--- config.mk ---
export PLATFORM = sky130hd
export DESIGN_NAME = go_back_n_sender_window_core
export DESIGN_NICKNAME = d
export VERILOG_FILES = /design/src/hw/rtl/gbn_pkg.sv /design/src/hw/rtl/go_back_n_sender_window_core.sv
export SDC_FILE = /design/constraint.sdc
export NUM_CORES = 1
export LEC_CHECK = 0
export BUFFER_PORTS_ARGS = -buffer_cell sky130_fd_sc_hd__buf_2
export CORE_MARGIN = 2
export CORE_UTILIZATION = 35
export CTS_CLUSTER_DIAMETER = 80
export DETAILED_ROUTE_END_ITERATION = 6
export PLACE_DENSITY = 0.56
export RECOVER_POWER = 100
export SYNTH_ARGS = -nofsm -noshare
export SYNTH_HDL_FRONTEND = slang
export SYNTH_SLANG_ARGS = --single-unit
export TNS_END_PERCENT = 50
--- constraint.sdc ---
create_clock -name i_clk -period 13.3 [get_ports i_clk]
set_input_delay 2.66 -clock i_clk [delete_from_list [all_inputs] [get_ports i_clk]]
set_output_delay 2.66 -clock i_clk [all_outputs]
set_load 0.05 [all_outputs]
--- src/hw/rtl/gbn_pkg.sv ---
package gbn_pkg;

    localparam int MAX_WINDOW = 16;
    localparam int WIN_W      = $clog2(MAX_WINDOW + 1);

    localparam int SEQ_W      = 32;
    localparam int CNT_W      = 32;
    localparam int AWIN_W     = 16;
    localparam int IWIN_W     = 5;
    localparam int RETRY_W    = 8;
    localparam int TICK_W     = 16;
    localparam int ADDR_W     = 4;
    localparam int DATA_W     = 32;

    localparam logic [1:0] CMD_START = 2'd0;
    localparam logic [1:0] CMD_ACK   = 2'd1;
    localparam logic [1:0] CMD_TICK  = 2'd2;

    localparam logic [1:0] PH_IDLE    = 2'd0;
    localparam logic [1:0] PH_SENDING = 2'd1;
    localparam logic [1:0] PH_DONE    = 2'd2;
    localparam logic [1:0] PH_FAILED  = 2'd3;

    localparam logic [1:0] REG_INITIAL_WINDOW = 2'd0;
    localparam logic [1:0] REG_MAX_RETRIES    = 2'd1;
    localparam logic [1:0] REG_TIMEOUT_TICKS  = 2'd2;

    localparam logic [IWIN_W-1:0]  RST_INITIAL_WINDOW = IWIN_W'(10);
    localparam logic [RETRY_W-1:0] RST_MAX_RETRIES    = RETRY_W'(5);
    localparam logic [TICK_W-1:0]  RST_TIMEOUT_TICKS  = TICK_W'(200);

    localparam logic [0:0] KIND_SEND   = 1'b0;
    localparam logic [0:0] KIND_STATUS = 1'b1;

    function automatic logic [WIN_W-1:0] clamp_window(input logic [AWIN_W-1:0] w);
        logic [WIN_W-1:0] res;
        if (w == '0) begin
            res = WIN_W'(1);
        end else if (w > AWIN_W'(MAX_WINDOW)) begin
            res = WIN_W'(MAX_WINDOW);
        end else begin
            res = w[WIN_W-1:0];
        end
        return res;
    endfunction

endpackage

--- src/hw/rtl/go_back_n_sender_window_core.sv ---
// an item steps through its window-update states (ACK or TICK states, then LIM_SUM and LIM_MIN),
// whose comparisons share one 33-bit comparator, then emits one result per cycle while i_ready
// does not stall the output: up to MAX_WINDOW send words and a final status word; i_valid is taken
// only in the idle state, so a new item waits until the status word of the last one is registered
// reset: synchronous active-low i_rst_n clears the window state and loads the
// register defaults (initial window 10, max retries 5, timeout 200 ticks)
module go_back_n_sender_window_core (
    input  logic                          i_clk,
    input  logic                          i_rst_n,
    input  logic                          psel,
    input  logic                          penable,
    input  logic                          pwrite,
    input  logic [gbn_pkg::ADDR_W-1:0]    paddr,
    input  logic [gbn_pkg::DATA_W-1:0]    pwdata,
    output logic [gbn_pkg::DATA_W-1:0]    prdata,
    output logic                          pready,
    input  logic                          i_valid,
    output logic                          o_ready,
    input  logic [1:0]                    i_cmd,
    input  logic [gbn_pkg::SEQ_W-1:0]     i_total_packets,
    input  logic [gbn_pkg::SEQ_W-1:0]     i_ack_number,
    input  logic [gbn_pkg::AWIN_W-1:0]    i_ack_window,
    output logic                          o_valid,
    input  logic                          i_ready,
    output logic                          o_kind,
    output logic [gbn_pkg::SEQ_W-1:0]     o_send_sequence,
    output logic [1:0]                    o_status,
    output logic [gbn_pkg::CNT_W-1:0]     o_retransmissions,
    output logic                          o_last
);

    localparam logic [3:0] S_IDLE       = 4'd0;
    localparam logic [3:0] S_ACK_CMP    = 4'd1;
    localparam logic [3:0] S_ACK_NTS    = 4'd2;
    localparam logic [3:0] S_ACK_DONE   = 4'd3;
    localparam logic [3:0] S_TICK_CMP   = 4'd4;
    localparam logic [3:0] S_TICK_RETRY = 4'd5;
    localparam logic [3:0] S_LIM_SUM    = 4'd6;
    localparam logic [3:0] S_LIM_MIN    = 4'd7;
    localparam logic [3:0] S_EMIT       = 4'd8;

    localparam int CMP_W = gbn_pkg::SEQ_W + 1;

    // configuration
    logic [gbn_pkg::IWIN_W-1:0]  r_initial_window;
    logic [gbn_pkg::RETRY_W-1:0] r_max_retries;
    logic [gbn_pkg::TICK_W-1:0]  r_timeout_ticks;
    logic                        cfg_wr;
    logic [1:0]                  cfg_idx;

    // window state
    logic [3:0]                  r_state, n_state;
    logic [gbn_pkg::SEQ_W-1:0]   r_base, n_base;
    logic [gbn_pkg::SEQ_W-1:0]   r_nts, n_nts;
    logic [gbn_pkg::WIN_W-1:0]   r_win, n_win;
    logic [gbn_pkg::SEQ_W-1:0]   r_total, n_total;
    logic [gbn_pkg::RETRY_W-1:0] r_retry, n_retry;
    logic [gbn_pkg::TICK_W-1:0]  r_idle, n_idle;
    logic [gbn_pkg::CNT_W-1:0]   r_rewind, n_rewind;
    logic [1:0]                  r_phase, n_phase;
    logic [CMP_W-1:0]            r_bound, n_bound;

    // latched input word
    logic [gbn_pkg::SEQ_W-1:0]   r_ack, n_ack;
    logic [gbn_pkg::AWIN_W-1:0]  r_awin, n_awin;

    // output register
    logic                        r_out_valid, n_out_valid;
    logic                        r_out_kind, n_out_kind;
    logic [gbn_pkg::SEQ_W-1:0]   r_out_seq, n_out_seq;
    logic [1:0]                  r_out_status, n_out_status;
    logic [gbn_pkg::CNT_W-1:0]   r_out_rtx, n_out_rtx;
    logic                        r_out_last, n_out_last;

    // shared compare unit
    logic [CMP_W-1:0]            cmp_a, cmp_b;
    logic                        cmp_lt;
    logic [gbn_pkg::TICK_W:0]    tick_next;
    logic [gbn_pkg::RETRY_W:0]   retry_next;
    logic                        out_free;
    logic                        accept;

    assign pready  = 1'b1;
    assign cfg_idx = paddr[3:2];
    assign cfg_wr  = psel && penable && pwrite;

    always_comb begin
        case (cfg_idx)
            gbn_pkg::REG_INITIAL_WINDOW:
                prdata = gbn_pkg::DATA_W'(r_initial_window);
            gbn_pkg::REG_MAX_RETRIES:
                prdata = gbn_pkg::DATA_W'(r_max_retries);
            gbn_pkg::REG_TIMEOUT_TICKS:
                prdata = gbn_pkg::DATA_W'(r_timeout_ticks);
            default:
                prdata = '0;
        endcase
    end

    always_ff @(posedge i_clk) begin
        if (!i_rst_n) begin
            r_initial_window <= gbn_pkg::RST_INITIAL_WINDOW;
            r_max_retries    <= gbn_pkg::RST_MAX_RETRIES;
            r_timeout_ticks  <= gbn_pkg::RST_TIMEOUT_TICKS;
        end else if (cfg_wr) begin
            case (cfg_idx)
                gbn_pkg::REG_INITIAL_WINDOW:
                    r_initial_window <= pwdata[gbn_pkg::IWIN_W-1:0];
                gbn_pkg::REG_MAX_RETRIES:
                    r_max_retries <= pwdata[gbn_pkg::RETRY_W-1:0];
                gbn_pkg::REG_TIMEOUT_TICKS:
                    r_timeout_ticks <= pwdata[gbn_pkg::TICK_W-1:0];
                default: begin
                end
            endcase
        end
    end

    assign tick_next  = {1'b0, r_idle} + 1'b1;
    assign retry_next = {1'b0, r_retry} + 1'b1;

    always_comb begin
        case (r_state)
            S_ACK_CMP: begin
                cmp_a = {1'b0, r_base};
                cmp_b = {1'b0, r_ack};
            end
            S_ACK_NTS: begin
                cmp_a = {1'b0, r_nts};
                cmp_b = {1'b0, r_base};
            end
            S_ACK_DONE: begin
                cmp_a = {1'b0, r_base};
                cmp_b = {1'b0, r_total};
            end
            S_TICK_CMP: begin
                cmp_a = CMP_W'(r_timeout_ticks);
                cmp_b = CMP_W'(tick_next);
            end
            S_TICK_RETRY: begin
                cmp_a = CMP_W'(r_max_retries);
                cmp_b = CMP_W'(retry_next);
            end
            S_LIM_MIN: begin
                cmp_a = {1'b0, r_total};
                cmp_b = r_bound;
            end
            S_EMIT: begin
                cmp_a = {1'b0, r_nts};
                cmp_b = r_bound;
            end
            default: begin
                cmp_a = '0;
                cmp_b = '0;
            end
        endcase
    end

    assign cmp_lt   = cmp_a < cmp_b;
    assign out_free = !r_out_valid || i_ready;
    assign o_ready  = (r_state == S_IDLE);
    assign accept   = i_valid && o_ready;

    always_comb begin
        n_state      = r_state;
        n_base       = r_base;
        n_nts        = r_nts;
        n_win        = r_win;
        n_total      = r_total;
        n_retry      = r_retry;
        n_idle       = r_idle;
        n_rewind     = r_rewind;
        n_phase      = r_phase;
        n_bound      = r_bound;
        n_ack        = r_ack;
        n_awin       = r_awin;
        n_out_valid  = r_out_valid && !i_ready;
        n_out_kind   = r_out_kind;
        n_out_seq    = r_out_seq;
        n_out_status = r_out_status;
        n_out_rtx    = r_out_rtx;
        n_out_last   = r_out_last;

        case (r_state)
            S_IDLE: begin
                if (accept) begin
                    n_ack  = i_ack_number;
                    n_awin = i_ack_window;
                    if (i_cmd == gbn_pkg::CMD_START) begin
                        n_total  = i_total_packets;
                        n_base   = '0;
                        n_nts    = '0;
                        n_win    = gbn_pkg::clamp_window(
                                       gbn_pkg::AWIN_W'(r_initial_window));
                        n_retry  = '0;
                        n_idle   = '0;
                        n_rewind = '0;
                        if (i_total_packets == '0) begin
                            n_phase = gbn_pkg::PH_DONE;
                            n_state = S_EMIT;
                        end else begin
                            n_phase = gbn_pkg::PH_SENDING;
                            n_state = S_LIM_SUM;
                        end
                    end else if (r_phase != gbn_pkg::PH_SENDING) begin
                        n_state = S_EMIT;
                    end else if (i_cmd == gbn_pkg::CMD_ACK) begin
                        n_state = S_ACK_CMP;
                    end else if (i_cmd == gbn_pkg::CMD_TICK) begin
                        n_state = S_TICK_CMP;
                    end else begin
                        n_state = S_EMIT;
                    end
                end
            end
            S_ACK_CMP: begin
                if (cmp_lt) begin
                    n_base  = r_ack;
                    n_win   = gbn_pkg::clamp_window(r_awin);
                    n_retry = '0;
                    n_idle  = '0;
                    n_state = S_ACK_NTS;
                end else begin
                    n_state = S_LIM_SUM;
                end
            end
            S_ACK_NTS: begin
                if (cmp_lt) begin
                    n_nts = r_base;
                end
                n_state = S_ACK_DONE;
            end
            S_ACK_DONE: begin
                if (!cmp_lt) begin
                    n_phase = gbn_pkg::PH_DONE;
                    n_state = S_EMIT;
                end else begin
                    n_state = S_LIM_SUM;
                end
            end
            S_TICK_CMP: begin
                if (cmp_lt) begin
                    n_idle  = '0;
                    n_state = S_TICK_RETRY;
                end else begin
                    n_idle  = tick_next[gbn_pkg::TICK_W] ? '1
                                                         : tick_next[gbn_pkg::TICK_W-1:0];
                    n_state = S_LIM_SUM;
                end
            end
            S_TICK_RETRY: begin
                if (cmp_lt) begin
                    n_retry = retry_next[gbn_pkg::RETRY_W] ? '1
                                                           : retry_next[gbn_pkg::RETRY_W-1:0];
                    n_phase = gbn_pkg::PH_FAILED;
                    n_state = S_EMIT;
                end else begin
                    n_retry = retry_next[gbn_pkg::RETRY_W-1:0];
                    n_nts   = r_base;
                    if (r_rewind != '1) begin
                        n_rewind = r_rewind + 1'b1;
                    end
                    n_state = S_LIM_SUM;
                end
            end
            S_LIM_SUM: begin
                n_bound = {1'b0, r_base} + CMP_W'(r_win);
                n_state = S_LIM_MIN;
            end
            S_LIM_MIN: begin
                if (cmp_lt) begin
                    n_bound = {1'b0, r_total};
                end
                n_state = S_EMIT;
            end
            S_EMIT: begin
                if (out_free) begin
                    n_out_valid  = 1'b1;
                    n_out_status = r_phase;
                    n_out_rtx    = r_rewind;
                    if (r_phase == gbn_pkg::PH_SENDING && cmp_lt) begin
                        n_out_kind = gbn_pkg::KIND_SEND;
                        n_out_seq  = r_nts;
                        n_out_last = 1'b0;
                        n_nts      = r_nts + 1'b1;
                    end else begin
                        n_out_kind = gbn_pkg::KIND_STATUS;
                        n_out_seq  = r_base;
                        n_out_last = 1'b1;
                        n_state    = S_IDLE;
                    end
                end
            end
            default: begin
                n_state = S_IDLE;
            end
        endcase
    end

    always_ff @(posedge i_clk) begin
        if (!i_rst_n) begin
            r_state     <= S_IDLE;
            r_base      <= '0;
            r_nts       <= '0;
            r_win       <= gbn_pkg::WIN_W'(gbn_pkg::RST_INITIAL_WINDOW);
            r_total     <= '0;
            r_retry     <= '0;
            r_idle      <= '0;
            r_rewind    <= '0;
            r_phase     <= gbn_pkg::PH_IDLE;
            r_out_valid <= 1'b0;
        end else begin
            r_state     <= n_state;
            r_base      <= n_base;
            r_nts       <= n_nts;
            r_win       <= n_win;
            r_total     <= n_total;
            r_retry     <= n_retry;
            r_idle      <= n_idle;
            r_rewind    <= n_rewind;
            r_phase     <= n_phase;
            r_out_valid <= n_out_valid;
        end
    end

    always_ff @(posedge i_clk) begin
        r_bound      <= n_bound;
        r_ack        <= n_ack;
        r_awin       <= n_awin;
        r_out_kind   <= n_out_kind;
        r_out_seq    <= n_out_seq;
        r_out_status <= n_out_status;
        r_out_rtx    <= n_out_rtx;
        r_out_last   <= n_out_last;
    end

    assign o_valid           = r_out_valid;
    assign o_kind            = r_out_kind;
    assign o_send_sequence   = r_out_seq;
    assign o_status          = r_out_status;
    assign o_retransmissions = r_out_rtx;
    assign o_last            = r_out_last;

endmodule

======== Word level (Yosys, flattened, before mapping) ========
Cells that the tools add are included.
operators by class
  magnitude comparators ................... 3
  reduce and logical (&&, ||, !) cells .... 38
  add/sub/neg operators ................... 5
  muxes and demuxes ....................... 60
  eq/ne operators ......................... 27
operators by type and width
  kind                   count
  $mux 32                10
  $pmux 33 s6            1
  $pmux 32 s5            1
  $pmux 32 s2            2
  $pmux 32 s4            1
  $pmux 16 s3            2
  $mux 16                5
  $pmux 33 s2            1
  $add 32x1->32 const B  2
  $mux 4                 10
  $mux 8                 5
  $pmux 4 s9             1
  $mux 5                 7
  $add 32x5->33          1
  $lt 33x33->1           1
  $mux 33                1
  $logic_not 32->1       1
  $ne 32x32->1 const B   1
  $pmux 8 s3             1
  $ne 2x2->1 const B     10
  $add 16x1->17 const B  1
  $eq 4x3->1 const B     4
  $gt 16x5->1 const B    1
  $logic_not 16->1       1
  other kinds (28)       62
word-level totals
  output and inout port bits .............. 103
  register bits after elaboration ......... 341
  input bits .............................. 125
  logic and storage cells ................. 153

======== Longest topological paths before layout ========
Gate-level depths: netlist of the first run.
  word-level depth ........................ 8
  gate-level depth with buffers ........... 21
  mapped depth without buffers ............ 17

======== Worst setup path before layout of the first run ========
No wires, ideal clock.
  path kind ............................... reg-to-reg
  from .................................... register r_idle[0] (netlist bit)
  to ...................................... register r_bound[0] (enable)
  path slack .............................. 3.734 ns
  clock period less this slack ............ 9.566 ns
  cell stages (with the launch flop) ...... 19
  data required time ...................... 12.698 ns
  arrival ................................. 8.964 ns
  library setup time ...................... 0.602 ns
  path buffers ............................ 3
  path through ............................ dfxtp_1 > ha_1 > nand3_1 > nor2_1 > and3_1 > clkbuf_1 > and3_1 > nand2_1 > nor2_1 > clkbuf_1 > a211oi_1 > ha_1 > and4_1 > and3_1 > a32oi_1 > a21oi_1 > a211o_1 > buf_2 > a2111oi_0
between the ends
  cells in the longest elaborated chain, start to end .. 5
RTL lines
  element                            line                                 text
  start: declaration                 go_back_n_sender_window_core.sv:58   logic [gbn_pkg::TICK_W-1:0] r_idle, n_idle;
  start signal: assignment           go_back_n_sender_window_core.sv:319  r_idle <= n_idle;
  $add 16x1->17                      go_back_n_sender_window_core.sv:119  assign tick_next = {1'b0, r_idle} + 1'b1;
  $pmux 33 s6                        go_back_n_sender_window_core.sv:123  case (r_state)
  $lt 33x33->1                       go_back_n_sender_window_core.sv:159  assign cmp_lt = cmp_a < cmp_b;
  $ne 2x2->1 (no source line)        -
  $reduce_and 2->1 (no source line)  -
  end signal: assignment             go_back_n_sender_window_core.sv:327  r_bound <= n_bound;
  end: declaration                   go_back_n_sender_window_core.sv:61   logic [CMP_W-1:0] r_bound, n_bound;
No other way between the ends.
A chain may end at the register's enable or synchronous reset.

======== Worst setup path after layout of the first run ========
  from .................................... register r_state[1]
  to ...................................... register r_retry[4] (netlist bit)
between the ends
  cells in the longest elaborated chain, start to end .. 6
  elaborated cells between the ends (all ways) .. 22
  classes of those cells .................. order compare: 1; eq/ne: 10; mux: 4; reduce/logical: 7
RTL lines
  element                                         line                                 text
  start: declaration                              go_back_n_sender_window_core.sv:52   logic [3:0] r_state, n_state;
  start signal: assignment                        go_back_n_sender_window_core.sv:313  r_state <= n_state;
  $eq 4x4->1, or another cell as far along        go_back_n_sender_window_core.sv:123
  $reduce_or 2->1 (no source line)                -
  $pmux 33 s6 or $pmux 32 s5 (tied branches)      go_back_n_sender_window_core.sv:123
  $lt 33x33->1                                    go_back_n_sender_window_core.sv:159
  $mux 8 or $ne 2x2->1 (tied branches)            -
  $pmux 8 s3 or $reduce_and 4->1 (tied branches)  -
  end signal: assignment                          go_back_n_sender_window_core.sv:318  r_retry <= n_retry;
  end: declaration                                go_back_n_sender_window_core.sv:57   logic [gbn_pkg::RETRY_W-1:0] r_retry, n_retry;
Parallel ways exist; a longest one is shown, timed or not.

==> results.cfg, run 1 <==
[outcome]
status = complete, but fails checks
failed_checks = design-rule violations, max-capacitance violations, max-slew violations

[placement]
routabilityCongestion = 0.8862
dp_hpwl_mm = 40.09
numPortBuffers = 192

[worst_setup_path]
rrSetupSlack_ns = 4.29
cp_cell_sequence = buf_4 -> and4b_2 -> clkbuf_1 -> a222oi_1 -> inv_1 -> ha_1 -> nand3_1 -> nor3_1 -> nand3_1 -> nor4_1 -> a211o_1 -> clkbuf_1 -> a21o_1 -> a21oi_1 -> o221a_2
path_delay_family = buffers and inverters
crit_buf_inv = 4
crit_fanout = 79
critPathKind = flop to flop
cp-end-kind = flop
r2r_end = r_retry[4]$_SDFFE_PN0P_
arrival_ns = 9.48
r2r-start = r_state[1]$_SDFFE_PN0P_
crit_slowest_cell = clkbuf_1
start_kind = flop
cpPeakStageDelay_ns = 2.25
worstPathRequired_ns = 13.76
r2r_cells = 15

[layout]
drive_gt1_share_pct = 10.57
fin_nets = 2236
antennaDiodeCount = 0
area_growth_pct = 15.06
n_fill_cell = 5037

[global_routing]
grt_pass1_wl_mm = 88.47
grt_max_degree = 80
gr-total-overflow = 0
grt_pass1_vias = 14640
antenna_found_initial = 1
grtUsageTotal_pct = 21.65

[clock_tree]
hold_buffers = 0
cts_resized = 0
root_buffer = clkbuf_16
cts_tree = done
cts_sinks = 341
cts_buffers = 42
clock_latency_ns = 0.57
htreeDepth = 2
cts_setup_buffers = 0
clk_path_buf_depth = 3
path_clk_slew_ns = 0.06

[synthesis]
synth-edff-count = 148
ys_seq_elements = 341
ys.flop_type = dfxtp_1
ys_async_sr_fraction_pct = 0
yosys.cell_types.count = 72
yosys_warnings = 0
syn_avg_cell_area_um2 = 9.043
netlist_instances = 1950
netlist_area_um2 = 17630
yosysSeqAreaShare_pct = 47.12

[routing]
vias_per_cell = 5.629
routedWlPerCell_um = 20.75
drt-total-wl_mm = 57.52
drc = 8
postRouteAntennaNets = 0
first_iter_violations = 1850
firstDrtPassIters = 7
vias = 15600

[die]
die-area_um2 = 52190
die_y_um = 228.5
die_x_um = 228.5
pin_count = 228
core_um2 = 49970
num_rows = 82
initial_core_util_pct = 35.29

[timing]
setup_viol = 0
rsz0062_at_grt = false
slew_headroom_pct = -138.6
holdWs_ns = 0.4308
maxSlewViolCount = 531
skew_ns = 0.02081
period_share_pct = 67.75
tns_ns = 0
period_minus_slack_ns = 9.011
tightestPinTransition_ns = 3.579
final_hold_viol_count = 0
fmax_mhz = 111.0

[hold_path]
whs_endpoint = o_retransmissions[19]$_DFFE_PP_
holdCritStartpoint = r_rewind[19]$_SDFFE_PN0P_
hold_class = flop to flop
whs_path_depth = 0

[power]
power_density_nw_per_um2 = 197.6
p_leak_nw = 6.942
power.ir.vdd_worst_uv = 155.4

[run]
drv_cap = 11
[state kept, by name, indices dropped and copies added (netlist names), 16 cells and up]
name / flops
r_ack: 32
o_retransmissions: 32
r_awin: 16
r_idle: 16
r_timeout_ticks: 16
r_base: 32
o_send_sequence: 32
r_bound: 33
r_total: 32
r_rewind: 32
r_nts: 32
[worst max-delay path by stage]
stage / startpoint / end / slack (ns) / depth (start not counted)
5_1_grt: r_state[1]$_SDFFE_PN0P_ / r_retry[4]$_SDFFE_PN0P_ / 3.64 / 15
3_3_place_gp: paddr[3] / prdata[6] / 6.31 / 4
4_1_cts: paddr[3] / prdata[7] / 6.28 / 4
6_report: r_state[1]$_SDFFE_PN0P_ / r_retry[4]$_SDFFE_PN0P_ / 4.29 / 15
2_1_floorplan: r_idle[0]$_SDFFE_PN0P_ / r_bound[0]$_DFFE_PP_ / 3.73 / 18
3_5_place_dp: paddr[3] / prdata[7] / 6.28 / 4
[per-stage QoR]
step / cell area [µm²] / instances / power (mW) / setup WS (ns) / utilization, %
after floorplan: 17690 / 1965 / 2.394 / 3.734 / -
after global placement: 19050 / 2695 / 2.810 / 6.311 / 38.12
after detailed placement: 19050 / 2695 / 2.833 / 6.284 / 38.12
after CTS: 20480 / 2772 / 4.042 / 6.281 / 40.98
after global routing: 20290 / 2772 / 4.201 / 3.639 / 40.60
final: 20290 / 2772 / 4.008 / 4.289 / 40.60
[layer usage]
metal	routed length, µm	vias up	global-route usage (%)	share of wire [%]
li1	-	7346	-	-
met1	26780	7556	32.08	47
met2	24520	627	31.73	43
met3	4832	74	3.942	8.4
met4	1393	0	6.863	2.4
met5	0	-	0	0
[cell usage after synthesis (4+ instances only)]
| cell | n | share of area, % |
|---|---|---|
| xnor2_1 | 40 | 2.0 |
| xor2_1 | 26 | 1.3 |
| nor2_1 | 108 | 2.3 |
| and4_1 | 7 | 0.35 |
| a2111oi_0 | 5 | 0.25 |
| o21ai_0 | 110 | 3.1 |
| a21oi_1 | 174 | 4.9 |
| mux2_2 | 36 | 2.3 |
| buf_2 | 25 | 0.71 |
| o211ai_1 | 9 | 0.38 |
| a32o_1 | 5 | 0.28 |
| nand2_1 | 305 | 6.5 |
| a22o_1 | 6 | 0.30 |
| o22ai_1 | 9 | 0.32 |
| nor4_1 | 22 | 0.78 |
| nand4_1 | 36 | 1.3 |
| buf_4 | 20 | 0.85 |
| a221oi_1 | 9 | 0.45 |
| a222oi_1 | 30 | 1.7 |
| edfxtp_1 | 148 | 25 |
| o31ai_1 | 19 | 0.81 |
| nor2b_1 | 9 | 0.32 |
| a311oi_1 | 4 | 0.20 |
| buf_1 | 5 | 0.11 |
| or4_1 | 5 | 0.21 |
| inv_1 | 50 | 1.1 |
| nor3_1 | 26 | 0.74 |
| or2_2 | 5 | 0.18 |
| mux2i_1 | 39 | 2.2 |
| a21o_1 | 4 | 0.17 |
| a32oi_1 | 4 | 0.20 |
| a31oi_1 | 15 | 0.53 |
| or3_1 | 19 | 0.67 |
| clkbuf_1 | 113 | 2.4 |
| dfxtp_1 | 193 | 22 |
| and3_1 | 32 | 1.1 |
| and2_1 | 18 | 0.64 |
| o21ai_1 | 4 | 0.11 |
| a211oi_1 | 29 | 1.2 |
| o21a_1 | 5 | 0.21 |
| a22oi_1 | 32 | 1.4 |
| nand3_1 | 104 | 3.0 |
| ha_1 | 43 | 3.1 |
[cell usage in the layout, fill, tap and decap left out, types with 43 or more instances in the layout]
cell type	netlist	final
a21oi_1	174	174
nor2_1	108	106
nand3_1	104	104
dfxtp_1	193	192
nand2_1	305	305
clkbuf_16	0	43
clkbuf_1	113	115
ha_1	43	43
inv_1	50	50
buf_2	25	96
edfxtp_1	148	148
o21ai_0	110	113
[final cells by class]
| cell class | instances | area (µm²) | share of cell area [%] |
|---|---|---|---|
| clock buffer | 54 | 1137 | 5.606 |
| clock inverter | 23 | 291.5 | 1.437 |
| inverter | 52 | 196.4 | 0.9682 |
| multi-input combinational | 1409 | 8492 | 41.86 |
| sequential | 341 | 8309 | 40.96 |
| tap | 672 | 840.8 | 4.144 |
| timing repair buffer | 221 | 1021 | 5.032 |
[cells by family (layout without fill, tap and decap cells)]
kind of cell | Yosys count | in the layout | share of synthesized area [%]
buffers and inverters | 215 | 350 | 5.180
muxes | 76 | 76 | 4.641
AOI/OAI and AO/OA | 501 | 501 | 18.09
other | 2 | 17 | 0.04259
DFF | 341 | 341 | 47.12
xor gates and xnor gates | 66 | 66 | 3.278
and+or+nand+nor | 705 | 705 | 18.49
adders and majority gates | 44 | 44 | 3.165
[report_power, final]
part / internal, mW / leakage, nW / switching [mW] / total (mW)
Clock: 0.726 / 0.693 / 0.471 / 1.20
Combinational: 0.363 / 3.33 / 1.05 / 1.41
Sequential: 1.28 / 2.91 / 0.116 / 1.40
(Power assumes the default switching activity.)
==> inputs of run 2 (changes only) <==
Settings changed: ABC_AREA set to 1, PLACE_DENSITY 0.56 to 0.58.
Clock period 13.3 ns to 8.05 ns, I/O delays scaled along.
==> run 2 against run 1 <==
- the flow finishes with violations (max-capacitance violations, max-slew violations)
- worst hold slack improved by 0.0079 ns
- clock skew increased by 0.0045 ns
- non-clock buffer count decreased by 12
- register-to-register slack got worse by 2.6 ns
- largest cell class unchanged
==> results.cfg, run 2 <==
[worst_setup_path]
cp.depth = 19
r2r_cells = 19
rrSetupSlack_ns = 1.69
cp-end-kind = flop
cp_cell_sequence = nor2_1 -> nand3_1 -> nand2_1 -> inv_1 -> o221ai_1 -> ha_1 -> nand2_1 -> nor2_1 -> nand2_1 -> a21oi_1 -> nand2_1 -> nand2_1 -> inv_1 -> nand3_4 -> nand2_1 -> nand2_2 -> buf_4 -> o21ai_0 -> a21oi_1
crit_slowest_cell = nand2_2
r2r-start = r_state[0]$_SDFFE_PN0P_
r2r_end = r_base[21]$_SDFFE_PN0P_
crit_fanout = 53
worstPathRequired_ns = 8.52
crit_path_start = r_state[0]$_SDFFE_PN0P_
arrival_ns = 6.84
crit_buf_inv = 3
cpPeakStageDelay_ns = 0.81
start_kind = flop
path_delay_family = simple AND/OR/NAND/NOR gates
crit_top_cell = nand2_1
critPathKind = flop to flop
cp-endpoint = r_base[21]$_SDFFE_PN0P_

[synthesis]
netlist_instances = 2477
synth-simple-area-share_pct = 26.08
ys_seq_elements = 341
yosys.cell_count.top_type = nand2_1
synth-edff-count = 148
synth_top_family_by_area = simple AND/OR/NAND/NOR gates
yosys.area.top_type = edfxtp_1
synth-adder-area-share_pct = 3.026
synth-xor-area-share_pct = 0.7124
ys.flop_type = dfxtp_1
ys_async_sr_fraction_pct = 0
syn_avg_cell_area_um2 = 7.445
synth.top_cells.by_count = 549 x nand2_1, 308 x nor2_1, 286 x inv_1
netlist_area_um2 = 18440
synthMuxAreaShare_pct = 0
synth_area_leaders = edfxtp_1 24%, dfxtp_1 21%, nand2_1 11%
synth_top_area_share_pct = 24.10
yosys_warnings = 0
yosys.cell_types.count = 50
yosysSeqAreaShare_pct = 45.05
synth_compound_area_share_pct = 15.98

[timing]
holdWs_ns = 0.4387
slew_headroom_pct = -95.70
fin_ws_ns = 1.688
period_share_pct = 79.03
period_minus_slack_ns = 6.362
final_hold_viol_count = 0
tns_ns = 0
skew_ns = 0.02535
setup_viol = 0
rsz0062_at_grt = false
tightestPinTransition_ns = 2.936
fmax_mhz = 157.2
maxSlewViolCount = 239

[placement]
routabilityCongestion = 0.9126
place_ws_ns = 2.650
dp_hpwl_mm = 46.36
numPortBuffers = 192

[routing]
routedWlPerCell_um = 18.99
drc = 0
firstDrtPassIters = 5
first_iter_violations = 1702
drt-total-wl_mm = 63.54
vias_per_cell = 5.306
vias = 17750
postRouteAntennaNets = 0

[power]
power_density_nw_per_um2 = 353.4
p_leak_nw = 8.278
power.ir.vdd_worst_uv = 223.6

[layout]
final_common_cell = nand2_1
area_growth_pct = 15.02
final_cell_mix = 550 x nand2_1, 306 x nor2_1, 287 x inv_1
drive_gt1_share_pct = 7.825
largest_reg_flops = 33
top_register = r_bound
antennaDiodeCount = 0
fin_nets = 2793

[run]
drv_cap = 5

[clock_tree]
cts_resized = 0
path_clk_slew_ns = 0.06
clk_path_buf_depth = 3
hold_buffers = 0
cts_buffers = 42
root_buffer = clkbuf_16
cts_sinks = 341
cts_tree = done
htreeDepth = 2
cts_setup_buffers = 0
clock_latency_ns = 0.58

[global_routing]
grtUsageTotal_pct = 23.03
gr-total-overflow = 0
antenna_found_initial = 1
grt_max_degree = 78
grt_pass1_vias = 16490
grt_pass1_wl_mm = 96.80

[outcome]
failed_checks = max-capacitance violations, max-slew violations
status = complete, but fails checks

[die]
die_y_um = 233.5
initial_core_util_pct = 35.23
die_x_um = 233.5
pin_count = 228
num_rows = 84
core_um2 = 52340
die-area_um2 = 54540

[hold_path]
holdCritStartpoint = r_phase[0]$_SDFFE_PN0P_
hold_class = flop to flop
-- run 2: cell count changes after synthesis, sizes merged, moves of 31 or more --
cell and change:
and3 -31, clkbuf -40, inv +243, mux2 -36, mux2i -39, nand2 +251, nand3 +31, nor2 +206
o21ai +116, xnor2 -37
-- run 2: worst min path at each step --
stage | end | slack, ns | cells after the start
after floorplan | o_status[0]$_DFFE_PP_ | 0.41 | 0
after global placement | o_status[0]$_DFFE_PP_ | 0.43 | 0
after detailed placement | o_status[0]$_DFFE_PP_ | 0.43 | 0
after CTS | o_status[0]$_DFFE_PP_ | 0.45 | 0
after global routing | o_status[0]$_DFFE_PP_ | 0.46 | 0
final | o_status[0]$_DFFE_PP_ | 0.44 | 0
-- run 2: stage by stage --
stage	cells	area (µm²)	util [%]	power, mW
2_1_floorplan	2492	18500	-	4.620
3_3_place_gp	3268	19920	38.06	5.422
3_5_place_dp	3268	19920	38.06	5.467
4_1_cts	3346	21400	40.89	7.525
5_1_grt	3346	21210	40.52	7.965
6_report	3346	21210	40.52	7.497
-- run 2: kinds of logic (layout without fill, tap and decap cells) --
group                      Yosys count  count (layout)
and+or+nand+nor                   1137            1137
AOI/OAI and AO/OA                  520             520
buffers and inverters              418             584
DFF                                341             341
adders and majority gates           44              44
xor gates and xnor gates            15              15
other                                2              17
-- run 2: report_power, final --
group	internal, mW	switching, mW	leakage [nW]
registers	2.31	0.432	2.96
logic	0.676	2.04	4.61
clock network	1.26	0.788	0.708
-- run 2: layer usage --
layer,GRT usage (%),share of wire [%]
met1,33.49,46
met2,34.42,42
met3,4.956,9.3
met4,5.815,2.0
met5,0,0
-- run 2: layout make-up --
type / instances / area, µm²
clock inverter: 23 / 352.8
timing repair buffer: 209 / 954.7
clock buffer: 55 / 1131
sequential: 341 / 8308
tap: 688 / 860.8
fill: 5499 / 31130
inverter: 297 / 1115
multi-input combinational: 1733 / 8488
